$ cat src/http_chunked_body_decoder_core_defines.svh
// ----------------------------------------------------------------------------
// HTTP chunked body decoder assertion macros
// Shared property wrappers used by the core's concurrent checks.
// ----------------------------------------------------------------------------
`ifndef HTTP_CHUNKED_BODY_DECODER_CORE_DEFINES_SVH
`define HTTP_CHUNKED_BODY_DECODER_CORE_DEFINES_SVH

// Checks that the consequent holds in the same cycle as the antecedent.
`define HCBD_ASSERT_SAME(label, clk, rst, ante, cons) \
   label: assert property (@(posedge clk) disable iff (rst) (ante) |-> (cons)) \
      else $error("hcbd assertion failed");

// Checks that the consequent holds in the cycle after the antecedent.
`define HCBD_ASSERT_NEXT(label, clk, rst, ante, cons) \
   label: assert property (@(posedge clk) disable iff (rst) (ante) |=> (cons)) \
      else $error("hcbd assertion failed");

`endif

$ cat src/hcbd_pkg.sv
// ----------------------------------------------------------------------------
// HTTP chunked body decoder package
// Shared constants, types and the byte classifier function.
// ----------------------------------------------------------------------------
package hcbd_pkg;

   localparam int SIZE_BITS_DEFAULT   = 32;
   localparam int QUEUE_DEPTH_DEFAULT = 2;
   localparam int TOTAL_W             = 32;

   localparam logic [TOTAL_W-1:0] MAX_BODY_RESET = 32'd1048576;

   localparam logic [7:0] CH_CR = 8'h0D;
   localparam logic [7:0] CH_LF = 8'h0A;

   typedef enum logic [2:0] {
      PH_SIZE     = 3'd0,
      PH_SIZE_LF  = 3'd1,
      PH_DATA     = 3'd2,
      PH_DATA_CR  = 3'd3,
      PH_DATA_LF  = 3'd4,
      PH_TRAIL_CR = 3'd5,
      PH_TRAIL_LF = 3'd6,
      PH_DONE     = 3'd7
   } phase_type;

   typedef enum logic [2:0] {
      ERR_NONE     = 3'd0,
      ERR_SIZE     = 3'd1,
      ERR_OVERFLOW = 3'd2,
      ERR_LENGTH   = 3'd3,
      ERR_TOOBIG   = 3'd4
   } error_type;

   typedef enum logic [1:0] {
      ST_BUSY  = 2'd0,
      ST_DONE  = 2'd1,
      ST_ERROR = 2'd2
   } status_type;

   typedef struct packed {
      logic [7:0] data_byte;
      logic       new_body;
      logic       is_hex;
      logic [3:0] hex_val;
      logic       is_cr;
      logic       is_lf;
   } byte_class_type;

   function automatic byte_class_type classify_byte(logic [7:0] c, logic start);
      byte_class_type r;
      r.data_byte  = c;
      r.new_body   = start;
      r.is_cr      = (c == CH_CR);
      r.is_lf      = (c == CH_LF);
      r.is_hex     = 1'b0;
      r.hex_val    = c[3:0];
      if (c inside {[8'h30:8'h39]}) begin
         r.is_hex = 1'b1;
      end else if (c inside {[8'h41:8'h46], [8'h61:8'h66]}) begin
         r.is_hex  = 1'b1;
         r.hex_val = c[3:0] + 4'd9;
      end
      return r;
   endfunction

endpackage

$ cat src/hcbd_if.sv
// ----------------------------------------------------------------------------
// HTTP chunked body decoder channel interfaces
// Valid/ready channels for raw body bytes and for decoded results.
// ----------------------------------------------------------------------------
interface hcbd_req_if;
   logic       valid;
   logic       ready;
   logic [7:0] data_byte;
   logic       new_body;

   modport source (output valid, output data_byte, output new_body, input ready);
   modport sink (input valid, input data_byte, input new_body, output ready);
endinterface

interface hcbd_rsp_if;
   logic       valid;
   logic       ready;
   logic [7:0] body_byte;
   logic       body_valid;
   logic [1:0] status;
   logic [2:0] error_kind;

   modport source (output valid, output body_byte, output body_valid, output status,
                   output error_kind, input ready);
   modport sink (input valid, input body_byte, input body_valid, input status,
                 input error_kind, output ready);
endinterface

$ cat src/hcbd_front.sv
// ----------------------------------------------------------------------------
// HTTP chunked body decoder front end
// Accepts raw bytes and tags each with its hex value and line-end class.
// ----------------------------------------------------------------------------
module hcbd_front
   import hcbd_pkg::*;
(
   hcbd_req_if.sink       req_ch,
   output logic           push_valid,
   output byte_class_type push_item,
   input  logic           push_ready
);

   assign req_ch.ready = push_ready;
   assign push_valid   = req_ch.valid;
   assign push_item    = classify_byte(req_ch.data_byte, req_ch.new_body);

endmodule

$ cat src/hcbd_queue.sv
// ----------------------------------------------------------------------------
// HTTP chunked body decoder queue
// Short FIFO of classified bytes between the front end and the parser.
// ----------------------------------------------------------------------------
module hcbd_queue
   import hcbd_pkg::*;
#(
   parameter int DEPTH = QUEUE_DEPTH_DEFAULT
) (
   input  logic           clock,
   input  logic           reset,
   input  logic           push_valid,
   input  byte_class_type push_item,
   output logic           push_ready,
   output logic           pop_valid,
   output byte_class_type pop_item,
   input  logic           pop_ready
);

   localparam int PTR_W = $clog2(DEPTH);
   localparam int CNT_W = $clog2(DEPTH + 1);
   localparam logic [PTR_W-1:0] LAST_PTR = PTR_W'(DEPTH - 1);

   byte_class_type   entries_ff [DEPTH];
   logic [PTR_W-1:0] wr_ptr_ff, wr_ptr_in;
   logic [PTR_W-1:0] rd_ptr_ff, rd_ptr_in;
   logic [CNT_W-1:0] count_ff, count_in;
   logic             do_push, do_pop;

   assign push_ready = (count_ff != CNT_W'(DEPTH));
   assign pop_valid  = (count_ff != '0);
   assign pop_item   = entries_ff[rd_ptr_ff];
   assign do_push    = push_valid && push_ready;
   assign do_pop     = pop_valid && pop_ready;

   always_comb begin
      wr_ptr_in = wr_ptr_ff;
      rd_ptr_in = rd_ptr_ff;
      count_in  = count_ff;
      if (do_push) begin
         wr_ptr_in = (wr_ptr_ff == LAST_PTR) ? '0 : wr_ptr_ff + 1'b1;
      end
      if (do_pop) begin
         rd_ptr_in = (rd_ptr_ff == LAST_PTR) ? '0 : rd_ptr_ff + 1'b1;
      end
      if (do_push && !do_pop) begin
         count_in = count_ff + 1'b1;
      end else if (do_pop && !do_push) begin
         count_in = count_ff - 1'b1;
      end
   end

   always_ff @(posedge clock) begin
      if (reset) begin
         wr_ptr_ff <= '0;
         rd_ptr_ff <= '0;
         count_ff  <= '0;
      end else begin
         wr_ptr_ff <= wr_ptr_in;
         rd_ptr_ff <= rd_ptr_in;
         count_ff  <= count_in;
      end
   end

   always_ff @(posedge clock) begin
      if (do_push) begin
         entries_ff[wr_ptr_ff] <= push_item;
      end
   end

endmodule

$ cat src/hcbd_back.sv
// ----------------------------------------------------------------------------
// HTTP chunked body decoder back end
// Chunk parser state machine with a registered result stage.
// ----------------------------------------------------------------------------
module hcbd_back
   import hcbd_pkg::*;
#(
   parameter int SIZE_BITS = SIZE_BITS_DEFAULT
) (
   input  logic               clock,
   input  logic               reset,
   input  logic               item_valid,
   input  byte_class_type     item,
   output logic               item_pop,
   input  logic [TOTAL_W-1:0] max_body,
   hcbd_rsp_if.source         rsp_ch
);

   localparam logic [SIZE_BITS-1:0] REM_ONE = {{(SIZE_BITS-1){1'b0}}, 1'b1};

   phase_type              phase_ff, phase_in, phase_cur;
   error_type              err_ff, err_in, err_cur;
   logic [SIZE_BITS-1:0]   rem_ff, rem_in, rem_cur;
   logic [TOTAL_W-1:0]     total_ff, total_in, total_cur;
   logic                   digit_ff, digit_in, digit_cur;
   logic                   active, overflow, take_byte, out_free;

   logic                   rsp_valid_ff;
   logic [7:0]             body_byte_ff, body_byte_in;
   logic                   body_valid_ff, body_valid_in;
   status_type             status_ff, status_in;
   error_type              error_kind_ff;

   assign out_free = !rsp_valid_ff || rsp_ch.ready;
   assign item_pop = item_valid && out_free;

   always_comb begin
      phase_cur = item.new_body ? PH_SIZE  : phase_ff;
      err_cur   = item.new_body ? ERR_NONE : err_ff;
      rem_cur   = item.new_body ? '0       : rem_ff;
      total_cur = item.new_body ? '0       : total_ff;
      digit_cur = item.new_body ? 1'b0     : digit_ff;
   end

   assign active    = (err_cur == ERR_NONE) && (phase_cur != PH_DONE);
   assign overflow  = (rem_cur[SIZE_BITS-1 -: 4] != 4'd0);
   assign take_byte = (total_cur < max_body);

   always_comb begin
      phase_in = phase_cur;
      if (active) begin
         case (phase_cur)
            PH_SIZE: begin
               if (!item.is_hex && item.is_cr && digit_cur) begin
                  phase_in = PH_SIZE_LF;
               end
            end
            PH_SIZE_LF: begin
               if (item.is_lf) begin
                  phase_in = (rem_cur == '0) ? PH_TRAIL_CR : PH_DATA;
               end
            end
            PH_DATA: begin
               if (take_byte && rem_cur == REM_ONE) begin
                  phase_in = PH_DATA_CR;
               end
            end
            PH_DATA_CR: begin
               if (item.is_cr) begin
                  phase_in = PH_DATA_LF;
               end
            end
            PH_DATA_LF: begin
               if (item.is_lf) begin
                  phase_in = PH_SIZE;
               end
            end
            PH_TRAIL_CR: begin
               if (item.is_cr) begin
                  phase_in = PH_TRAIL_LF;
               end
            end
            PH_TRAIL_LF: begin
               if (item.is_lf) begin
                  phase_in = PH_DONE;
               end
            end
            default: begin
               phase_in = phase_cur;
            end
         endcase
      end
   end

   always_comb begin
      err_in        = err_cur;
      rem_in        = rem_cur;
      total_in      = total_cur;
      digit_in      = digit_cur;
      body_valid_in = 1'b0;
      if (active) begin
         case (phase_cur)
            PH_SIZE: begin
               if (item.is_hex) begin
                  if (overflow) begin
                     err_in = ERR_OVERFLOW;
                  end else begin
                     rem_in   = {rem_cur[SIZE_BITS-5:0], item.hex_val};
                     digit_in = 1'b1;
                  end
               end else if (!(item.is_cr && digit_cur)) begin
                  err_in = ERR_SIZE;
               end
            end
            PH_SIZE_LF: begin
               if (!item.is_lf) begin
                  err_in = ERR_SIZE;
               end
            end
            PH_DATA: begin
               if (!take_byte) begin
                  err_in = ERR_TOOBIG;
               end else begin
                  body_valid_in = 1'b1;
                  total_in      = total_cur + 1'b1;
                  rem_in        = rem_cur - 1'b1;
               end
            end
            PH_DATA_CR: begin
               if (!item.is_cr) begin
                  err_in = ERR_LENGTH;
               end
            end
            PH_DATA_LF: begin
               if (item.is_lf) begin
                  digit_in = 1'b0;
                  rem_in   = '0;
               end else begin
                  err_in = ERR_LENGTH;
               end
            end
            PH_TRAIL_CR, PH_TRAIL_LF: begin
               if (!(item.is_cr && phase_cur == PH_TRAIL_CR) &&
                   !(item.is_lf && phase_cur == PH_TRAIL_LF)) begin
                  err_in = ERR_SIZE;
               end
            end
            default: begin
               err_in = err_cur;
            end
         endcase
      end
      body_byte_in = body_valid_in ? item.data_byte : 8'd0;
      if (err_in != ERR_NONE) begin
         status_in = ST_ERROR;
      end else if (phase_in == PH_DONE) begin
         status_in = ST_DONE;
      end else begin
         status_in = ST_BUSY;
      end
   end

   always_ff @(posedge clock) begin
      if (reset) begin
         phase_ff     <= PH_SIZE;
         err_ff       <= ERR_NONE;
         rem_ff       <= '0;
         total_ff     <= '0;
         digit_ff     <= 1'b0;
         rsp_valid_ff <= 1'b0;
      end else begin
         if (item_pop) begin
            phase_ff <= phase_in;
            err_ff   <= err_in;
            rem_ff   <= rem_in;
            total_ff <= total_in;
            digit_ff <= digit_in;
         end
         if (out_free) begin
            rsp_valid_ff <= item_valid;
         end
      end
   end

   always_ff @(posedge clock) begin
      if (item_pop) begin
         body_byte_ff  <= body_byte_in;
         body_valid_ff <= body_valid_in;
         status_ff     <= status_in;
         error_kind_ff <= err_in;
      end
   end

   assign rsp_ch.valid      = rsp_valid_ff;
   assign rsp_ch.body_byte  = body_byte_ff;
   assign rsp_ch.body_valid = body_valid_ff;
   assign rsp_ch.status     = status_ff;
   assign rsp_ch.error_kind = error_kind_ff;

endmodule

$ cat src/http_chunked_body_decoder_core.sv
// ----------------------------------------------------------------------------
// HTTP chunked body decoder core
// Decodes an HTTP/1.1 chunked transfer body one raw byte per transaction.
// ----------------------------------------------------------------------------
// Raw body bytes enter on req_ch, with new_body marking the first byte of a
// new body. Every accepted transaction produces exactly one result transaction
// on rsp_ch carrying the payload byte (when body_valid is set), the body status
// and the error kind. Completion and error are sticky until new_body.
// The csr_wr_en/csr_wr_data port sets the maximum total body length; the
// user must write it only while the core is idle; the core does not enforce it.
// An accepted byte is written into the queue, then popped by the back end,
// whose output register makes its result valid. One byte is accepted per
// cycle while the receiver takes results: the front end only classifies the
// byte, and the back-end parser updates its counters as it pops each byte.
// Reset clears the queue, the parser state and the output stage, and loads
// the maximum body length with its default of 1 MiB.
// When the receiver stalls, the result holds in the output register, the
// queue absorbs up to QUEUE_DEPTH further bytes, and then req_ch.ready drops.
// ----------------------------------------------------------------------------
`include "http_chunked_body_decoder_core_defines.svh"

module http_chunked_body_decoder_core
   import hcbd_pkg::*;
#(
   parameter int SIZE_BITS   = SIZE_BITS_DEFAULT,
   parameter int QUEUE_DEPTH = QUEUE_DEPTH_DEFAULT
) (
   input  logic               clock,
   input  logic               reset,
   hcbd_req_if.sink           req_ch,
   hcbd_rsp_if.source         rsp_ch,
   input  logic               csr_wr_en,
   input  logic [TOTAL_W-1:0] csr_wr_data
);

   logic               max_body_en;
   logic [TOTAL_W-1:0] max_body_ff, max_body_in;
   logic               push_valid, push_ready;
   byte_class_type     push_item;
   logic               pop_valid, pop_ready;
   byte_class_type     pop_item;

   assign max_body_en = csr_wr_en;
   assign max_body_in = csr_wr_data;

   always_ff @(posedge clock) begin
      if (reset) begin
         max_body_ff <= MAX_BODY_RESET;
      end else if (max_body_en) begin
         max_body_ff <= max_body_in;
      end
   end

   hcbd_front u_front (
      .req_ch     (req_ch),
      .push_valid (push_valid),
      .push_item  (push_item),
      .push_ready (push_ready)
   );

   hcbd_queue #(
      .DEPTH (QUEUE_DEPTH)
   ) u_queue (
      .clock      (clock),
      .reset      (reset),
      .push_valid (push_valid),
      .push_item  (push_item),
      .push_ready (push_ready),
      .pop_valid  (pop_valid),
      .pop_item   (pop_item),
      .pop_ready  (pop_ready)
   );

   hcbd_back #(
      .SIZE_BITS (SIZE_BITS)
   ) u_back (
      .clock      (clock),
      .reset      (reset),
      .item_valid (pop_valid),
      .item       (pop_item),
      .item_pop   (pop_ready),
      .max_body   (max_body_ff),
      .rsp_ch     (rsp_ch)
   );

   `HCBD_ASSERT_SAME(a_payload_only_busy, clock, reset,
      rsp_ch.valid && rsp_ch.body_valid,
      rsp_ch.status == ST_BUSY && rsp_ch.error_kind == ERR_NONE)
   `HCBD_ASSERT_SAME(a_error_kind_matches, clock, reset,
      rsp_ch.valid, (rsp_ch.status == ST_ERROR) == (rsp_ch.error_kind != ERR_NONE))
   `HCBD_ASSERT_SAME(a_idle_byte_zero, clock, reset,
      rsp_ch.valid && !rsp_ch.body_valid, rsp_ch.body_byte == 8'd0)
   `HCBD_ASSERT_NEXT(a_result_follows_pop, clock, reset,
      pop_valid && pop_ready, rsp_ch.valid)

endmodule
$ cat src/flat_wrapper.sv
// flat-port wrapper written by rule: the top's interface ports become plain ports
module http_chunked_body_decoder_core_flat import hcbd_pkg::*;
#(
   parameter int SIZE_BITS   = SIZE_BITS_DEFAULT,
   parameter int QUEUE_DEPTH = QUEUE_DEPTH_DEFAULT
)
  (clock, reset, csr_wr_en, csr_wr_data, req_ch_valid, req_ch_data_byte, req_ch_new_body, req_ch_ready, rsp_ch_valid, rsp_ch_body_byte, rsp_ch_body_valid, rsp_ch_status, rsp_ch_error_kind, rsp_ch_ready);
  hcbd_req_if req_ch_i ();
  hcbd_rsp_if rsp_ch_i ();
  input  logic clock;
  input  logic reset;
  input  logic csr_wr_en;
  input  logic [TOTAL_W-1:0] csr_wr_data;
  input wire logic [$bits(req_ch_i.valid)-1:0] req_ch_valid;
  input wire logic [$bits(req_ch_i.data_byte)-1:0] req_ch_data_byte;
  input wire logic [$bits(req_ch_i.new_body)-1:0] req_ch_new_body;
  output wire logic [$bits(req_ch_i.ready)-1:0] req_ch_ready;
  output wire logic [$bits(rsp_ch_i.valid)-1:0] rsp_ch_valid;
  output wire logic [$bits(rsp_ch_i.body_byte)-1:0] rsp_ch_body_byte;
  output wire logic [$bits(rsp_ch_i.body_valid)-1:0] rsp_ch_body_valid;
  output wire logic [$bits(rsp_ch_i.status)-1:0] rsp_ch_status;
  output wire logic [$bits(rsp_ch_i.error_kind)-1:0] rsp_ch_error_kind;
  input wire logic [$bits(rsp_ch_i.ready)-1:0] rsp_ch_ready;
  assign req_ch_i.valid = req_ch_valid;
  assign req_ch_i.data_byte = req_ch_data_byte;
  assign req_ch_i.new_body = req_ch_new_body;
  assign req_ch_ready = req_ch_i.ready;
  assign rsp_ch_valid = rsp_ch_i.valid;
  assign rsp_ch_body_byte = rsp_ch_i.body_byte;
  assign rsp_ch_body_valid = rsp_ch_i.body_valid;
  assign rsp_ch_status = rsp_ch_i.status;
  assign rsp_ch_error_kind = rsp_ch_i.error_kind;
  assign rsp_ch_i.ready = rsp_ch_ready;
  http_chunked_body_decoder_core #(.SIZE_BITS(SIZE_BITS), .QUEUE_DEPTH(QUEUE_DEPTH)) u_core (.clock(clock), .reset(reset), .req_ch(req_ch_i), .rsp_ch(rsp_ch_i), .csr_wr_en(csr_wr_en), .csr_wr_data(csr_wr_data));
endmodule
$ cat config.mk
export PLATFORM = sky130hd
export DESIGN_NAME = http_chunked_body_decoder_core_flat
export DESIGN_NICKNAME = d
export VERILOG_FILES = /design/src/hcbd_pkg.sv /design/src/hcbd_if.sv /design/src/hcbd_front.sv /design/src/hcbd_queue.sv /design/src/hcbd_back.sv /design/src/http_chunked_body_decoder_core.sv /design/src/flat_wrapper.sv
export VERILOG_INCLUDE_DIRS = /design/src /design/src/src
export SDC_FILE = /design/constraint.sdc
export NUM_CORES = 1
export LEC_CHECK = 0
export BUFFER_PORTS_ARGS = -buffer_cell sky130_fd_sc_hd__buf_2
export CAP_MARGIN = 20
export CORE_ASPECT_RATIO = 1.2
export CORE_MARGIN = 8
export CORE_UTILIZATION = 30
export DETAILED_ROUTE_END_ITERATION = 16
export GPL_ROUTABILITY_DRIVEN = 0
export PLACE_DENSITY = 0.46
export SYNTH_ARGS = -nofsm -noshare
export SYNTH_HDL_FRONTEND = slang
export SYNTH_SLANG_ARGS = --single-unit
$ cat constraint.sdc
create_clock -name clock -period 5.7 [get_ports clock]
set_clock_uncertainty 0.05 [all_clocks]
set_input_delay 0.57 -clock clock [delete_from_list [all_inputs] [get_ports clock]]
set_output_delay 0.57 -clock clock [all_outputs]
set_load 0.1 [all_outputs]
==> results.md <==
- Status: completed
- Ant. Diodes: 0
- Count of different cell masters after synthesis: 91
- Clk Tree Root Cell: clkbuf_16
- Global-route wire length before repair: 47.18 mm
- Max Buffers Root-to-Sink: 2
- Leak Pwr: 0.004059 uW
- CP Class: register to register
- CTS tree: done
- Total power: 4960 uW
- Critical Path Fanout Max: 32
- Total wire length: 29.57 mm
- Final #Nets: 1225
- Critical Path RT: 5.99 ns
- Async set or reset register ratio after synthesis: 0%
- Synth Flop Type: dfxtp_1
- Fin. Hold Viols: 0
- Chip width: 177.7 um
- Vias in the first global route: 8470
- Core area: 31090 um2
- Sequential area share after synthesis: 37.87%
- Slew Limit Headroom: 34.28%
- Clock sink total: 155
- 1st-iter DRT viols: 637
- Final Cycle Share: 78.93%
- Layout area overhead: 13.79%
- Max-Cap Viols: 0
- Drt first pass iters: 5
- Initial antenna violation count: 0
- Largest net degree at the start of global routing: 75
- Final Util: 34.44%
- Syn nets: 1191
- Post-Place Cells: 1523
- Clock-pin slew on the worst setup and hold paths: 0.07 ns
- CP Launch Type: register
- Detail Route Antenna Nets: 0
- Io pins: 62
- Wire per inst: 19.01 um
- H-tree depth: 4
- Clk Latency, worst-skew pair: 0.45 ns
- Post-cts resize count: 0
- Cts hold-fix bufs: 0
- Grt total ovfl: 0
- DRC: 0
- Highest clock rate: 0.2223 GHz
- Slowest cell on crit path: mux2i_4
- Detailed-route via count: 8508
- Synth Area per Inst: 8.501 um2
- Final setup violation count: 0
- Die Y: 210.0 um
- Number of flops mapped to enable cells by yosys: 46
- CP Cell Sequence: mux2i_4 > and2_1 > ha_1 > nand4_1 > nor4_1 > inv_1 > o211ai_2 > or2_1 > o311ai_0 > and3_1 > a2111oi_2
- Synthesis Warnings: 0
- Final instance area: 10710 um2
- Worst Tran Pin Value: 0.9822 ns
- WP data arrival: 4.78 ns
- Post-CTS Setup Inserts: 0
- Seq cells post-synth: 155
- Setup TNS: 0 ns
- Layout cells sized above 1: 13.17%
- CP delay by family, top: simple AND/OR/NAND/NOR gates
- CP Capture Type: register
- Pwr per Cell Area: 463.2 nW/um2
- Mapped cell area: 9410 um2
- Post-detail-place hpwl: 20.85 mm
- Cell area after placement: 10090 um2
- Minimum clock period: 4.499 ns
- RSZ-0062 raised after global routing: no
- HP Class: primary input to register
- Fin. max-slew vios: 0
- CTS Buf Count: 17
- PortBufs: 61
- CP max stage delay: 0.78 ns
- Die area: 37310 um2
- Total Routing Usage GR: 15.96%
- Rows: 71
- Max VDD drop: 0.0002406 V
- Initial Util: 30.27%
- Final Non-Filler Cells: 1555
- Drt via density: 5.471
- Mapped Cells: 1107
- Buf+Inv Stages, Crit Path: 1
[report_power, final]
group | leakage, uW | internal (uW) | switching [uW] | total, uW
sequential | 0.00133 | 1310 | 157 | 1470
clock | 0.000296 | 635 | 569 | 1200
combinational | 0.00244 | 643 | 1640 | 2280
[registers in the layout (all words and copies together) (netlist names), named ones only]
name,flops
u_core.max_body_ff,32
u_core.u_back.digit_ff,1
u_core.u_back.err_ff,3
u_core.u_back.phase_ff,3
u_core.u_back.rem_ff,32
u_core.u_back.rsp_ch.body_byte,8
u_core.u_back.rsp_ch.body_valid,1
u_core.u_back.rsp_ch.error_kind,3
u_core.u_back.rsp_ch.status,2
u_core.u_back.rsp_ch.valid,1
u_core.u_back.total_ff,32
u_core.u_queue.count_ff,2
u_core.u_queue.entries_ff,32
u_core.u_queue.rd_ptr_ff,1
u_core.u_queue.wr_ptr_ff,1
[layer usage]
layer	vias to the layer above	wire length (um)	track usage [%]
met2	268	14390	26.88
met5	-	0	0
met3	69	1375	2.882
li1	4111	-	-
met1	4060	12760	19.44
met4	0	1034	7.427
[cell usage after synthesis, types with 6 or more instances]
cell      instances  share of area, %
o21ai_1           8              0.43
mux2_2            6              0.72
inv_1            48               1.9
a21oi_1          63               3.4
and2_1           30               2.0
nand2b_1          7              0.47
o221ai_1          6              0.56
o211ai_1         15               1.2
nand4_1          24               1.6
nor4_1           16               1.1
nor3_1           31               1.6
nor2_1          132               5.3
nand3_1          35               1.9
mux2i_1          51               5.4
a21o_1            7              0.56
and3_1           13              0.86
xnor2_1          13               1.2
buf_1            11              0.44
or3_1            14              0.93
ha_1             38               5.1
a211oi_1          8              0.64
edfxtp_1         46                15
clkbuf_1         38               1.5
a31oi_1          14              0.93
a22oi_1          11              0.88
nand2_1         122               4.9
xor2_1           16               1.5
o21ai_0          39               2.1
buf_2            13              0.69
dfxtp_1         109                23
[layout make-up]
cell class / count / area (um2)
clock buffers: 17 / 425.4
clock inverters: 15 / 190.2
fillers: 3289 / 20380
inverters: 51 / 191.4
multi-input cells: 834 / 5370
flip-flops and latches: 155 / 3563
well taps: 401 / 501.7
repair buffers: 82 / 465.4
[layout by cell type (no fill, tap or decap), types with 14 or more instances in the layout]
master	n
a21oi_1	63
a31oi_1	14
and2_1	30
buf_2	60
buf_4	22
clkbuf_16	17
dfxtp_1	109
edfxtp_1	46
ha_1	38
inv_1	48
mux2i_1	50
nand2_1	122
nand3_1	35
nand4_1	24
nor2_1	132
nor3_1	31
nor4_1	16
o211ai_1	15
o21ai_0	39
or3_1	14
xor2_1	16
[worst paths after layout]
kind / from / end / slack, ns / cells after the start
min: req_ch_new_body / u_core.u_queue.entries_ff[1][7]$_DFFE_PP_ / 0.28 / 1
max: register / u_core.u_back.rem_ff[19]$_SDFFE_PP0P_ / 1.20 / 11
min reg2reg: u_core.max_body_ff[13]$_SDFFE_PP0P_ / u_core.max_body_ff[13]$_SDFFE_PP0P_ / 0.45 / 2
max reg2reg: register / u_core.u_back.rem_ff[19]$_SDFFE_PP0P_ / 1.20 / 11
[kinds of logic after synthesis]
kind of cell | after synthesis | synth area share (%)
and+or+nand+nor | 459 | 24.40
adders and majority gates | 38 | 5.053
buffers and inverters | 118 | 5.199
muxes | 58 | 6.262
DFF | 155 | 37.87
AOI/OAI and AO/OA | 250 | 18.52
xor gates and xnor gates | 29 | 2.699
[per-stage QoR]
stage	hold WS [ns]	setup slack (ns)
3_5_place_dp	0.4322	1.193
6_report	0.2834	1.201
3_3_place_gp	0.4263	1.307
4_1_cts	0.2620	1.167
5_1_grt	0.2581	0.7365
2_1_floorplan	0.4069	1.189
(Power assumes the default switching activity.)
